File: config.mk
export PLATFORM = sky130hd
export DESIGN_NAME = flv_aac_to_adts_converter
export DESIGN_NICKNAME = d
export VERILOG_FILES = /design/src/hw/rtl/flvaac_pkg.sv /design/src/hw/rtl/flv_aac_to_adts_converter.sv /design/src/hw/rtl/flvaac_parser.sv /design/src/hw/rtl/flvaac_emitter.sv
export SDC_FILE = /design/constraint.sdc
export NUM_CORES = 1
export LEC_CHECK = 0
export ABC_AREA = 0
export BUFFER_PORTS_ARGS = -buffer_cell sky130_fd_sc_hd__buf_4
export CORE_UTILIZATION = 40
export DETAILED_ROUTE_END_ITERATION = 10
export PLACE_DENSITY = 0.64
export RECOVER_POWER = 50
export SLEW_MARGIN = 20
export SYNTH_ARGS = -nofsm -noshare
export SYNTH_HDL_FRONTEND = slang
export SYNTH_SLANG_ARGS = --single-unit
File: constraint.sdc
create_clock -name clock -period 4.2 [get_ports clock]
set_input_delay 0.84 -clock clock [delete_from_list [all_inputs] [get_ports clock]]
set_output_delay 0.84 -clock clock [all_outputs]
set_load 0.1 [all_outputs]
File: src/hw/rtl/flvaac_pkg.sv
// ----------------------------------------------------------------------------
// flvaac_pkg
// Shared types and constants for the FLV AAC to ADTS converter.
// ----------------------------------------------------------------------------
package flvaac_pkg;

   localparam logic [3:0]  AAC_FORMAT   = 4'd10;
   localparam logic [12:0] MAX_TAG_LEN  = 13'd8186;
   localparam logic [2:0]  HDR_BYTES    = 3'd7;
   localparam logic [11:0] ADTS_SYNC    = 12'hFFF;
   localparam logic [10:0] BUF_FULLNESS = 11'h7FF;
   localparam logic [12:0] HDR_LEN      = 13'd7;

   localparam logic [7:0] PKT_SEQ_HDR = 8'd0;
   localparam logic [7:0] PKT_RAW     = 8'd1;

   // results produced by one accepted request, handed to the output buffer
   typedef struct packed {
      logic        load;
      logic [2:0]  count;
      logic [55:0] data;
      logic        last;
   } result_type;

   typedef struct packed {
      logic [2:0] count;
   } emit_status_type;

endpackage

File: src/hw/rtl/flv_aac_to_adts_converter.sv
// ----------------------------------------------------------------------------
// flv_aac_to_adts_converter
// Rewraps FLV AAC audio tags as ADTS frames, one byte per cycle while rsp_ does not stall.
// ----------------------------------------------------------------------------
// Input channel req_: one tag byte per request, req_tag_start on the format
// byte together with the tag length. Output channel rsp_: ADTS frame bytes,
// rsp_out_last on the final byte of each frame.
// A raw AAC packet-type byte yields a 7-byte ADTS header; each payload byte
// yields one byte. Results appear in the cycle after the request is taken.
// Throughput: one request per cycle for pass-through bytes while rsp_ does
// not stall; the packet-type byte of a raw frame holds req_stall while the
// output buffer shifts the header out. Sequence-header and non-AAC bytes
// produce nothing and cause no stall of their own.
// A stall on rsp_ holds the current byte and, once the buffer cannot drain
// in that cycle, raises req_stall.
// Synchronous reset clears the tag position, the stored profile, rate
// index and channel configuration, and empties the output buffer.
// ----------------------------------------------------------------------------
module flv_aac_to_adts_converter
   import flvaac_pkg::*;
(
   input  logic        clock,
   input  logic        reset,
   input  logic        req_valid,
   output logic        req_stall,
   input  logic [7:0]  req_tag_byte,
   input  logic        req_tag_start,
   input  logic [12:0] req_tag_length,
   output logic        rsp_valid,
   input  logic        rsp_stall,
   output logic [7:0]  rsp_out_byte,
   output logic        rsp_out_last
);

   result_type      result;
   emit_status_type status;
   logic            free;
   logic            accept;

   assign req_stall = !free;
   assign accept    = req_valid && free;

   flvaac_parser u_parser (
      .clock      (clock),
      .reset      (reset),
      .accept     (accept),
      .tag_byte   (req_tag_byte),
      .tag_start  (req_tag_start),
      .tag_length (req_tag_length),
      .result     (result)
   );

   flvaac_emitter u_emitter (
      .clock        (clock),
      .reset        (reset),
      .result       (result),
      .rsp_stall    (rsp_stall),
      .free         (free),
      .rsp_valid    (rsp_valid),
      .rsp_out_byte (rsp_out_byte),
      .rsp_out_last (rsp_out_last),
      .status       (status)
   );

   // results of an accepted request must show up next cycle
   a_load_shows: assert property (@(posedge clock) disable iff (reset)
      result.load |=> rsp_valid)
      else $error("loaded results not presented");

   // input must be held off while more than one byte is still buffered
   a_stall_busy: assert property (@(posedge clock) disable iff (reset)
      (status.count > 3'd1) |-> req_stall)
      else $error("request accepted over pending header bytes");

   // last marks only the final buffered byte
   a_last_final: assert property (@(posedge clock) disable iff (reset)
      rsp_out_last |-> (rsp_valid && status.count == 3'd1))
      else $error("last flag on a non-final byte");

   // a waiting byte stays put while the receiver stalls
   a_hold_byte: assert property (@(posedge clock) disable iff (reset)
      (rsp_valid && rsp_stall) |=> (rsp_valid && $stable(rsp_out_byte)))
      else $error("stalled response changed");

endmodule

File: src/hw/rtl/flvaac_parser.sv
// ----------------------------------------------------------------------------
// flvaac_parser
// Tag parser: tracks the byte position within a tag, keeps the stream
// configuration and builds the ADTS header or the pass-through byte.
// ----------------------------------------------------------------------------
module flvaac_parser
   import flvaac_pkg::*;
(
   input  logic        clock,
   input  logic        reset,
   input  logic        accept,
   input  logic [7:0]  tag_byte,
   input  logic        tag_start,
   input  logic [12:0] tag_length,
   output result_type  result
);

   logic [12:0] byte_position_ff, byte_position_in;
   logic [3:0]  sound_format_ff, sound_format_in;
   logic [7:0]  packet_kind_ff, packet_kind_in;
   logic [12:0] payload_length_ff, payload_length_in;
   logic [1:0]  profile_code_ff, profile_code_in;
   logic [3:0]  rate_index_ff, rate_index_in;
   logic [2:0]  channel_code_ff, channel_code_in;

   logic [12:0] len_sat;
   logic [12:0] end_pos;
   logic [12:0] frame_len;
   logic        is_aac;
   logic [55:0] header;

   assign len_sat   = (tag_length > MAX_TAG_LEN) ? MAX_TAG_LEN : tag_length;
   assign end_pos   = payload_length_ff + 13'd1;
   assign frame_len = HDR_LEN + payload_length_ff;
   assign is_aac    = (sound_format_ff == AAC_FORMAT);

   assign header = {ADTS_SYNC, 1'b0, 2'b00, 1'b1, profile_code_ff, rate_index_ff,
                    1'b0, channel_code_ff, 4'b0000, frame_len, BUF_FULLNESS, 2'b00};

   always_comb begin
      byte_position_in  = byte_position_ff;
      sound_format_in   = sound_format_ff;
      packet_kind_in    = packet_kind_ff;
      payload_length_in = payload_length_ff;
      profile_code_in   = profile_code_ff;
      rate_index_in     = rate_index_ff;
      channel_code_in   = channel_code_ff;
      result            = '0;

      if (accept) begin
         if (tag_start) begin
            sound_format_in   = tag_byte[7:4];
            packet_kind_in    = PKT_SEQ_HDR;
            payload_length_in = (len_sat >= 13'd2) ? len_sat - 13'd2 : 13'd0;
            byte_position_in  = (len_sat >= 13'd2) ? 13'd1 : 13'd0;
         end else if (byte_position_ff != 13'd0) begin
            if (byte_position_ff == 13'd1) begin
               packet_kind_in = tag_byte;
               if (is_aac && tag_byte == PKT_RAW) begin
                  result.load  = 1'b1;
                  result.count = HDR_BYTES;
                  result.data  = header;
                  result.last  = (payload_length_ff == 13'd0);
               end
            end else if (is_aac && packet_kind_ff == PKT_SEQ_HDR) begin
               // audio specific config: object type, rate index, channels
               if (byte_position_ff == 13'd2) begin
                  profile_code_in = tag_byte[4:3] - 2'd1;
                  rate_index_in   = {tag_byte[2:0], rate_index_ff[0]};
               end else if (byte_position_ff == 13'd3) begin
                  rate_index_in   = {rate_index_ff[3:1], tag_byte[7]};
                  channel_code_in = tag_byte[5:3];
               end
            end else if (is_aac && packet_kind_ff == PKT_RAW) begin
               result.load  = 1'b1;
               result.count = 3'd1;
               result.data  = {tag_byte, 48'd0};
               result.last  = (byte_position_ff == end_pos);
            end

            if (byte_position_ff >= end_pos) begin
               byte_position_in = 13'd0;
            end else begin
               byte_position_in = byte_position_ff + 13'd1;
            end
         end
      end
   end

   always_ff @(posedge clock) begin
      if (reset) begin
         byte_position_ff  <= '0;
         sound_format_ff   <= '0;
         packet_kind_ff    <= '0;
         payload_length_ff <= '0;
         profile_code_ff   <= '0;
         rate_index_ff     <= '0;
         channel_code_ff   <= '0;
      end else begin
         byte_position_ff  <= byte_position_in;
         sound_format_ff   <= sound_format_in;
         packet_kind_ff    <= packet_kind_in;
         payload_length_ff <= payload_length_in;
         profile_code_ff   <= profile_code_in;
         rate_index_ff     <= rate_index_in;
         channel_code_ff   <= channel_code_in;
      end
   end

endmodule

File: src/hw/rtl/flvaac_emitter.sv
// ----------------------------------------------------------------------------
// flvaac_emitter
// Output buffer: holds up to seven frame bytes and shifts them out one per
// taken response; frees itself in the cycle its final byte is taken.
// ----------------------------------------------------------------------------
module flvaac_emitter
   import flvaac_pkg::*;
(
   input  logic            clock,
   input  logic            reset,
   input  result_type      result,
   input  logic            rsp_stall,
   output logic            free,
   output logic            rsp_valid,
   output logic [7:0]      rsp_out_byte,
   output logic            rsp_out_last,
   output emit_status_type status
);

   logic [2:0]  count_ff, count_in;
   logic [55:0] data_ff, data_in;
   logic        last_ff, last_in;
   logic        take;

   assign rsp_valid    = (count_ff != 3'd0);
   assign take         = rsp_valid && !rsp_stall;
   assign free         = (count_ff == 3'd0) || (count_ff == 3'd1 && !rsp_stall);
   assign rsp_out_byte = data_ff[55:48];
   assign rsp_out_last = last_ff && (count_ff == 3'd1);
   assign status.count = count_ff;

   always_comb begin
      count_in = count_ff;
      data_in  = data_ff;
      last_in  = last_ff;
      if (take) begin
         count_in = count_ff - 3'd1;
         data_in  = {data_ff[47:0], 8'd0};
      end
      if (result.load) begin
         count_in = result.count;
         data_in  = result.data;
         last_in  = result.last;
      end
   end

   always_ff @(posedge clock) begin
      if (reset) begin
         count_ff <= '0;
      end else begin
         count_ff <= count_in;
      end
   end

   always_ff @(posedge clock) begin
      data_ff <= data_in;
      last_ff <= last_in;
   end

endmodule
==> results of run 1 <==
## sequential cells by signal, indices dropped and copies added, names as in the netlist
name                        count
u_parser.payload_length_ff     13
u_parser.packet_kind_ff         8
u_emitter.status                3
u_parser.rate_index_ff          4
u_emitter.data_ff              45
u_parser.channel_code_ff        3
u_parser.profile_code_ff        2
u_parser.sound_format_ff        4
u_emitter.last_ff               1
u_parser.byte_position_ff      13
## final cells by class
cell class | instances | area, um2 | area share, %
clock inverter | 7 | 90.09 | 1.542
clock buffer | 9 | 225.2 | 3.854
sequential | 96 | 2382 | 40.77
timing repair buffer | 39 | 260.3 | 4.454
inverter | 13 | 48.80 | 0.8351
multi-input combinational | 419 | 2621 | 44.86
tap | 172 | 215.2 | 3.683
## worst register-to-register path, delay by kind of cell (launching register included)
family           cells  cell delay (ns)
flip-flops           1             0.37
AND/OR/NAND/NOR      4             3.14
AO/OA/AOI/OAI        2             0.33
## power groups by stage
stage / Clock, W / Sequential (W) / Combinational, W
6_report: 0.000853 / 0.00132 / 0.00103
5_1_grt: 0.000903 / 0.00134 / 0.00113
4_1_cts: 0.000866 / 0.00131 / 0.00109
3_5_place_dp: 0 / 0.00133 / 0.00109
3_3_place_gp: 0 / 0.00133 / 0.00107
2_1_floorplan: 0 / 0.00131 / 0.000889
## layer usage
layer | vias up | track usage, % | routed length [um]
met2 | 97 | 31.24 | 5473
met5 | - | 0 | 0
met1 | 1907 | 21.73 | 5271
met3 | 16 | 2.935 | 450
li1 | 2049 | - | -
met4 | 0 | 6.920 | 221
## final timing paths
check / to / slack, ns
setup / recovery: u_emitter.status[2] / 0.30
hold / removal: u_parser.sound_format_ff[3] / 0.46
setup reg to reg: u_emitter.status[2] / 0.30
hold reg to reg: u_parser.sound_format_ff[3] / 0.46
## cell families after synthesis
group	share of synthesized area (%)
fa+ha+maj	5.690
simple gates	24.02
buf+inv	4.528
xor+xnor	6.140
flops	45.14
mux	1.897
compound gates	12.59
## cells in the mapped netlist (2+ instances only)
master / number / share of area, %
or4_1: 4 / 0.57
nor2b_1: 4 / 0.47
clkbuf_1: 16 / 1.1
nor4b_1: 2 / 0.33
nand2_1: 56 / 4.0
edfxtp_1: 46 / 26
nand2b_1: 4 / 0.47
nand3_1: 21 / 2.0
and2_1: 11 / 1.3
mux2i_1: 10 / 1.9
xor2_1: 21 / 3.5
a31oi_1: 2 / 0.24
nor4_1: 5 / 0.59
a211o_1: 5 / 0.83
a22o_1: 9 / 1.5
ha_1: 24 / 5.7
xnor2_1: 16 / 2.7
o21ai_1: 4 / 0.38
buf_2: 5 / 0.47
or3_1: 3 / 0.36
and3_1: 11 / 1.3
nor4_4: 2 / 0.81
nand4_1: 8 / 0.95
nor3_1: 27 / 2.6
buf_4: 9 / 1.3
o211a_1: 2 / 0.38
inv_1: 13 / 0.92
a21oi_1: 32 / 3.0
buf_6: 3 / 0.64
o21ai_0: 20 / 1.9
o31ai_1: 2 / 0.28
a21o_1: 7 / 1.0
nor3b_1: 8 / 1.1
a22oi_1: 9 / 1.3
dfxtp_1: 50 / 19
or2_2: 2 / 0.24
nand4b_1: 3 / 0.50
nor2_1: 67 / 4.8
## per-stage QoR
| stage | area [um2] | util, % | std cells |
|---|---|---|---|
| floorplan | 5278 | - | 562 |
| global placement | 5610 | 44.10 | 739 |
| detailed placement | 5610 | 44.10 | 739 |
| CTS | 5926 | 46.58 | 755 |
| global route | 5843 | 45.93 | 755 |
| finish | 5843 | 45.93 | 755 |
## placed cells by master (no fill, tap or decap), types with 3 or more instances in the layout
master,instances
a22o_1,9
and2_0,3
nand3_1,21
xnor2_1,16
nor4_1,7
nor3_1,27
or3_1,3
nor2b_1,4
o21ai_0,21
a211o_1,5
nand2_1,56
o21ai_1,3
clkbuf_16,9
a21oi_1,32
nand4b_1,3
clkbuf_1,12
nor2_1,67
a22oi_1,9
dfxtp_1,50
a21o_1,7
or4_1,4
and3_1,11
ha_1,24
nand2b_1,4
edfxtp_1,46
and2_1,8
buf_4,26
nor3b_1,8
inv_1,13
nand4_1,8
mux2i_1,10
xor2_1,21
==> metrics, run 1 <==
Post-synth EDFFs 46; fin crit share between 90% and 100%; CTS Sinks between 90 and 100; min-delay src u_parser.sound_format_ff[3]; Lkg Pwr roughly 2.3 nW; antenna violations before repair 0; NumNets Final 628; number of setup violations in the final report 0; gpl congestion a little under 0.9; min-delay worst type flop to flop; Detailed Route WL 11.42 mm; Pwr Total 0.003203 W; Slew Limit Fails between 40 and 50; antenna viol nets, final 0; initial core utilization approximately two fifths; outcome finished, violations left; Worst Tran Pin Value roughly 1.7 ns; clk buf depth 2; RSZ-0062 raised after global routing false; GRT overflow 0; worst endpoint required time between 4 and 5 ns; Final min period just under 4 ns; Initial DRC Count 340; Die Y 116.9 um; Die X between 100 and 150 um; worst setup margin between 0.3 and 0.4 ns; asr flop ratio synth 0%; global-route wire length before repair between 15 and 20 mm; Largest stage delay, worst path 1.40 ns; f_max 0.2567 GHz; final hold violation count 0; Die ar. roughly 14000 um2; sequential-to-total area share from yosys stat between 40% and 50%; Sw Ratio a little under two fifths; PostCTS Resize Cnt 0; Setup Buffers After CTS 0; Largest delay share family, worst path simple AND/OR/NAND/NOR gates; post-synthesis cell type count 57; Worst R2R Path Depth 6; combinational power share roughly a third; FF-to-FF Start u_parser.byte_position_ff[9]; Setup WS pre-CTS 0.5257 ns; area grow syn2layout 10.72%; vias per cell 5.389; total core area between 10000 and 15000 um2; Inserted Diodes 0; Hold Path Stages 2; Clock Tree Root clkbuf_16; element type at the critical path start flop; CTS H-tree lvls 3; CP max-delay cell nor4_1; DRC errors left 0; vias post-DR ~4000; setup TNS 0 ns; Syn Area/Cell ~9.4 um2; IO Port Bufs 36; largest net degree at the start of global routing 44; Peak VDD IR between 0.0002 and 0.0003 V; Crit path arrival time 4.18 ns; FF+latch count, synth 96; power per cell area around 550 nW/um2; share of layout cells above drive strength 1 under 10%; number of global-route vias before repair around 3800; IO Count 37; CTS tree built; Reg power frac roughly two fifths; worst hold slack 0.4559 ns; Max FO, Critical Path 11; Net Switching 0.001225 W; Worst slew margin -15.82%; row cnt a little over 40; Critical Path Start u_parser.byte_position_ff[9]; Reg clk slew, reported paths 0.07 ns; Worst path depth 6; Worst Setup End Kind flop; Cell Area, Synth roughly 5300 um2; dpl hpwl ~8.2 mm; Internal approximately 0.0020 W; Worst-Skew Late Latency approximately 0.34 ns; worst clock skew a little over 0.01 ns; worst-path cell chain or4_1, nor4_1, and2_1, and2b_1, o22ai_1, a21oi_1; FILL cells roughly 1300; TritonRoute pass-1 iters 5; CTS Hold Buffers Added 0; Clk pwr share a little over a quarter; Max-Cap Viols 2; overall global routing resource usage 17.76%; Synthesized Nets ~610; critical path class flop to flop; main flop type after synthesis dfxtp_1; violated checks max-capacitance violations, max-slew violations; Buf+Inv Stages, Crit Path 0; Num CTS Buffers 9; Yosys warning count 0; WL/cell ~15 um; Synth Instances ~560
(Power assumes the default switching activity.)
==> run 2, diff against run 1 <==
==> constraint.sdc (replaced) <==
create_clock -name clock -period 4.2 [get_ports clock]
set_input_delay 0.42 -clock clock [delete_from_list [all_inputs] [get_ports clock]]
set_output_delay 0.42 -clock clock [all_outputs]
set_load 0.1 [all_outputs]
==> run 2 against run 1 <==
The run still ends with max-capacitance violations, max-slew violations left. Non-clock buffer count rose by 1. Power rose by 0.36%. Global-route usage rose by 0.36 points. Critical path type unchanged. Via count barely moved. Register-to-register slack improved by 0.14 ns.
==> metrics, run 2 (same netlist as run 1, synthesis figures left out) <==
outcome finished, violations left; violated checks max-capacitance violations, max-slew violations; Slew Limit Fails 31; commonest non-fill, non-tap cell in the layout nor2_1; row cnt between 40 and 50; Largest stage delay, worst path 0.67 ns; Clock Tree Root clkbuf_16; top flop regs u_emitter.data_ff: 45 flops, u_parser.byte_position_ff: 13 flops, u_parser.payload_length_ff: 13 flops; worst endpoint required time between 4 and 5 ns; FF-to-FF setup slack roughly 0.44 ns; max FFs per register 45; total core area around 13000 um2; PostCTS Resize Cnt 0; area grow syn2layout 11.17%; power per cell area between 500 and 600 nW/um2; Initial DRC Count 319; Max FO, Critical Path 19; global-route wire length before repair roughly 19 mm; final instance area approximately 5900 um2; Setup Buffers After CTS 0; largest net degree at the start of global routing between 40 and 50; Biggest register u_emitter.data_ff; IO Port Bufs 36; Die X 116.9 um; Detailed Route WL approximately 12 mm; antenna viol nets, final 0; Die Y roughly 120 um; antenna violations before repair 0; critical path class flop to flop; gpl congestion ~0.89; most frequent cells in the layout 67 x nor2_1, 56 x nand2_1, 50 x dfxtp_1, 46 x edfxtp_1, 32 x a21oi_1; DRC errors left 0; worst-path cell chain and4_1, and3_1, and3_1, nand4_1, xor2_1, ha_1, nand4_1, nor2_1, a2111oi_0, nand4b_2, o21ai_0, a21o_1; Peak VDD IR ~0.00025 V; overall global routing resource usage 18.12%; setup TNS 0 ns; Reg clk slew, reported paths roughly 0.07 ns; min-delay worst type input pin to flop; fin crit share between 80% and 90%; Final min period approximately 3.8 ns; clk buf depth 2; Max-Cap Viols 1; NumNets Final ~630; Crit path arrival time approximately 4 ns; CP max-delay cell a2111oi_0; CTS Hold Buffers Added 0; final hold violation count 0; worst clock skew about 0.012 ns; CTS tree built; RSZ-0062 raised after global routing false; element type at the critical path start flop; Inserted Diodes 0; CTS H-tree lvls 3; number of global-route vias before repair 3932; Worst Setup End Kind flop; vias post-DR between 4000 and 5000; initial core utilization between 40% and 50%; CTS Sinks between 90 and 100; Worst Tran Pin Value ~1.6 ns; f_max around 0.27 GHz; TritonRoute pass-1 iters 4; dpl hpwl between 8 and 9 mm; Worst slew margin -5.432%; FILL cells 1254; WL/cell roughly 15 um; Worst-Skew Late Latency approximately 0.35 ns; number of setup violations in the final report 0; share of layout cells above drive strength 1 between 8 and 9%; Die ar. 13660 um2; area post-placement around 5600 um2; Lkg Pwr approximately 2.3 nW; Num CTS Buffers 9; GRT overflow 0; vias per cell roughly 5.4; IO Count 37
==> run 2: cell type report <==
| class | instances | area (um2) | area share [%] |
|---|---|---|---|
| inverters | 13 | 48.80 | 0.8317 |
| well taps | 172 | 215.2 | 3.668 |
| clock inverters | 7 | 88.84 | 1.514 |
| clock buffers | 9 | 225.2 | 3.839 |
| flip-flops and latches | 96 | 2382 | 40.61 |
| multi-input cells | 419 | 2639 | 44.98 |
| repair buffers | 40 | 267.8 | 4.564 |
==> run 2: layer usage <==
layer / global-route usage (%) / vias up / wire length, um
met5: 0 / - / 0
met4: 6.414 / 0 / 135
met3: 3.708 / 12 / 588
met2: 32.78 / 103 / 5750
met1: 21.22 / 1914 / 5191
li1: - / 2037 / -
==> run 2: path summary, 6_finish.rpt <==
path              cells past startpoint                          start                           end
hold reg to reg                       2    u_parser.sound_format_ff[3]   u_parser.sound_format_ff[3]
hold / removal                        3                req_tag_byte[5]   u_parser.sound_format_ff[1]
setup / recovery                     12  u_parser.payload_length_ff[3]  u_parser.byte_position_ff[2]
setup reg to reg                     12  u_parser.payload_length_ff[3]  u_parser.byte_position_ff[2]
==> run 2: worst max-delay path: cells and delay by family (launching register included) <==
kind,cells,cell delay (ns)
AOI/OAI and AO/OA,3,1.18
xor gates and xnor gates,1,0.18
adders and majority gates,1,0.29
DFF,1,0.52
and+or+nand+nor,7,1.54
==> run 2: stage by stage <==
stage / utilization, % / worst slack, ns / hold WS, ns / total power (W) / instances
finish: 46.12 / 0.4406 / 0.3633 / 0.003214 / 756
global route: 46.12 / 0.09916 / 0.3721 / 0.003378 / 756
CTS: 46.63 / 0.5239 / 0.3535 / 0.003282 / 756
detailed placement: 44.16 / 0.5999 / 0.4498 / 0.002430 / 740
global placement: 44.16 / 0.7918 / 0.4406 / 0.002404 / 740
floorplan: - / 0.9462 / 0.4312 / 0.002195 / 562
==> run 2: power by group <==
part | switching, W | internal [W] | total, W
clock | 0.000381 | 0.000473 | 0.000854
combinational | 0.000768 | 0.000278 | 0.00105
sequential | 0.0000839 | 0.00123 | 0.00131
total | 0.00123 | 0.00198 | 0.00321
==> run 3, diff against run 2 <==
==> constraint.sdc (replaced) <==
create_clock -name clock -period 3.7 [get_ports clock]
set_input_delay 0.37 -clock clock [delete_from_list [all_inputs] [get_ports clock]]
set_output_delay 0.37 -clock clock [all_outputs]
set_load 0.1 [all_outputs]
==> run 3 against run 2 <==
Combinational power increased by 14%. The run still ends with max-capacitance violations, max-slew violations left. Maximum frequency rose by 11%. Global-route usage increased by 0.51 points. Sequential power rose by 13%. Critical endpoint is now u_parser.byte_position_ff[6]. Clock power grew 13%. Critical path depth is 1 higher.
==> metrics, run 3 (same netlist as run 1, synthesis figures left out) <==
Largest stage delay, worst path roughly 0.5 ns; worst endpoint required time between 3 and 4 ns; Slew Limit Fails 31; Internal ~0.0023 W; Max-Cap Viols 1; Peak VDD IR around 0.00024 V; Reg power frac 40.7%; Net Switching between 0.001 and 0.0015 W; commonest non-fill, non-tap cell in the layout nor2_1; CTS H-tree lvls 3; outcome finished, violations left; Crit path arrival time 3.67 ns; worst clock skew about 0.010 ns; IO Port Bufs 36; most frequent cells in the layout 67 x nor2_1, 56 x nand2_1, 50 x dfxtp_1, 46 x edfxtp_1, 32 x a21oi_1; Worst Setup End Kind flop; area grow syn2layout 11.74%; total core area approximately 13000 um2; RSZ-0062 raised after global routing false; vias per cell around 5.5; max FFs per register between 40 and 50; FILL cells between 1000 and 1500; Lkg Pwr about 2.3 nW; antenna violations before repair 0; Worst slew margin -4.615%; Multi-input gate area 2653 um2; initial core utilization about two fifths; combinational power share approximately 33%; Die ar. about 14000 um2; IO Count 37; violated checks max-capacitance violations, max-slew violations; antenna viol nets, final 0; GRT overflow 0; Reg clk slew, reported paths around 0.070 ns; Biggest register u_emitter.data_ff; dpl hpwl roughly 8.4 mm; Clock Tree Root clkbuf_16; Setup Buffers After CTS 0; overall global routing resource usage 18.63%; TritonRoute pass-1 iters 5; final hold violation count 0; Die Y approximately 120 um; Detailed Route WL between 10 and 15 mm; WL/cell 15.37 um; worst-path cell chain and4_1, and3_1, and3_1, nand4_1, xor2_1, ha_1, nand4_1, nor2_1, a2111oi_0, buf_4, nand4b_4, o21ai_0, a21o_1; CTS tree built; f_max between 0.2 and 0.3 GHz; critical path class flop to flop; DRC errors left 0; Max FO, Critical Path 19; setup TNS 0 ns; CP max-delay cell dfxtp_1; gpl congestion 0.8784; Final min period approximately 3.4 ns; Largest delay share family, worst path simple AND/OR/NAND/NOR gates; power per cell area approximately 620 nW/um2; CTS Sinks 96; Inserted Diodes 0; Worst Tran Pin Value around 1.6 ns; largest net degree at the start of global routing 47; row cnt 41; share of layout cells above drive strength 1 approximately a tenth; top flop regs u_emitter.data_ff: 45 flops, u_parser.byte_position_ff: 13 flops, u_parser.payload_length_ff: 13 flops; number of global-route vias before repair between 3000 and 4000; storage element area 2382 um2; Die X roughly 120 um; element type at the critical path start flop; fin crit share approximately nine tenths; Num CTS Buffers 9; NumNets Final around 630; Sw Ratio around two fifths; vias post-DR a little over 4000; min-delay worst type input pin to flop; Clk pwr share 26.4%; Worst-Skew Late Latency approximately 0.34 ns; Buf+Inv Stages, Crit Path 1; global-route wire length before repair 19.44 mm; number of setup violations in the final report 0; Util after Layout between 40 and 50%; Initial DRC Count 373; clk buf depth 2
==> run 3: changes by cell type in the layout (fill, tap and decap cells not counted) <==
| cell | before | now |
|---|---|---|
| o21ai_1 | 3 | 2 |
| nand4b_4 | 0 | 1 |
| clkinv_8 | 1 | 0 |
| buf_4 | 27 | 29 |
| a211oi_1 | 2 | 1 |
| inv_6 | 2 | 1 |
| o21ai_0 | 21 | 22 |
| clkbuf_1 | 12 | 13 |
| a211oi_2 | 0 | 1 |
| nand4b_2 | 1 | 0 |
| inv_8 | 0 | 2 |
==> run 3: layer usage <==
layer | part of all wire (%) | GRT usage (%)
met1 | 46 | 22.79
met2 | 49 | 32.90
met3 | 3.4 | 3.090
met4 | 1.8 | 7.004
met5 | 0 | 0
==> run 3: power groups by stage <==
stage	sequential, W	combinational, W	clock, W
finish	0.00148	0.00120	0.000965
global route	0.00151	0.00131	0.00103
CTS	0.00149	0.00126	0.000985
detailed placement	0.00151	0.00125	0
global placement	0.00150	0.00123	0
floorplan	0.00148	0.00101	0
==> run 3: final timing paths <==
kind / startpoint / endpoint / slack (ns) / depth (start not counted)
max reg2reg: u_parser.payload_length_ff[3] / u_parser.byte_position_ff[6] / 0.32 / 13
min reg2reg: u_parser.sound_format_ff[1] / u_parser.sound_format_ff[1] / 0.46 / 2
max: u_parser.payload_length_ff[3] / u_parser.byte_position_ff[6] / 0.32 / 13
min: req_tag_byte[1] / u_parser.rate_index_ff[2] / 0.32 / 3
==> run 3: worst register-to-register path: cells and delay by family, from the launching register on <==
kind	cells	cell delay [ns]
AOI/OAI and AO/OA	3	0.89
buffers and inverters	1	0.22
xor gates and xnor gates	1	0.16
adders and majority gates	1	0.30
DFF	1	0.49
and+or+nand+nor	7	1.29
==> run 3: cell type report <==
class | count | area share, %
tap | 172 | 3.649
multi-input combinational | 419 | 44.98
sequential | 96 | 40.40
clock buffer | 9 | 3.819
clock inverter | 7 | 1.464
inverter | 13 | 0.8275
timing repair buffer | 43 | 4.859
==> run 3: repair_timing <==
item,in CTS,in global routing
hold buffers,0,0
resized for setup,0,1
setup endpoints to repair,0,9
==> run 3: per-stage QoR <==
step	hold WS (ns)	instances	cell area (um2)	total power, W	setup slack [ns]
3_5_place_dp	0.4529	743	5640	0.002759	0.2178
3_3_place_gp	0.4413	743	5640	0.002732	0.4245
6_report	0.3168	759	5897	0.003651	0.3164
2_1_floorplan	0.4312	562	5278	0.002492	0.4462
4_1_cts	0.3040	759	5952	0.003729	0.1882
5_1_grt	0.3254	759	5897	0.003841	0.04308
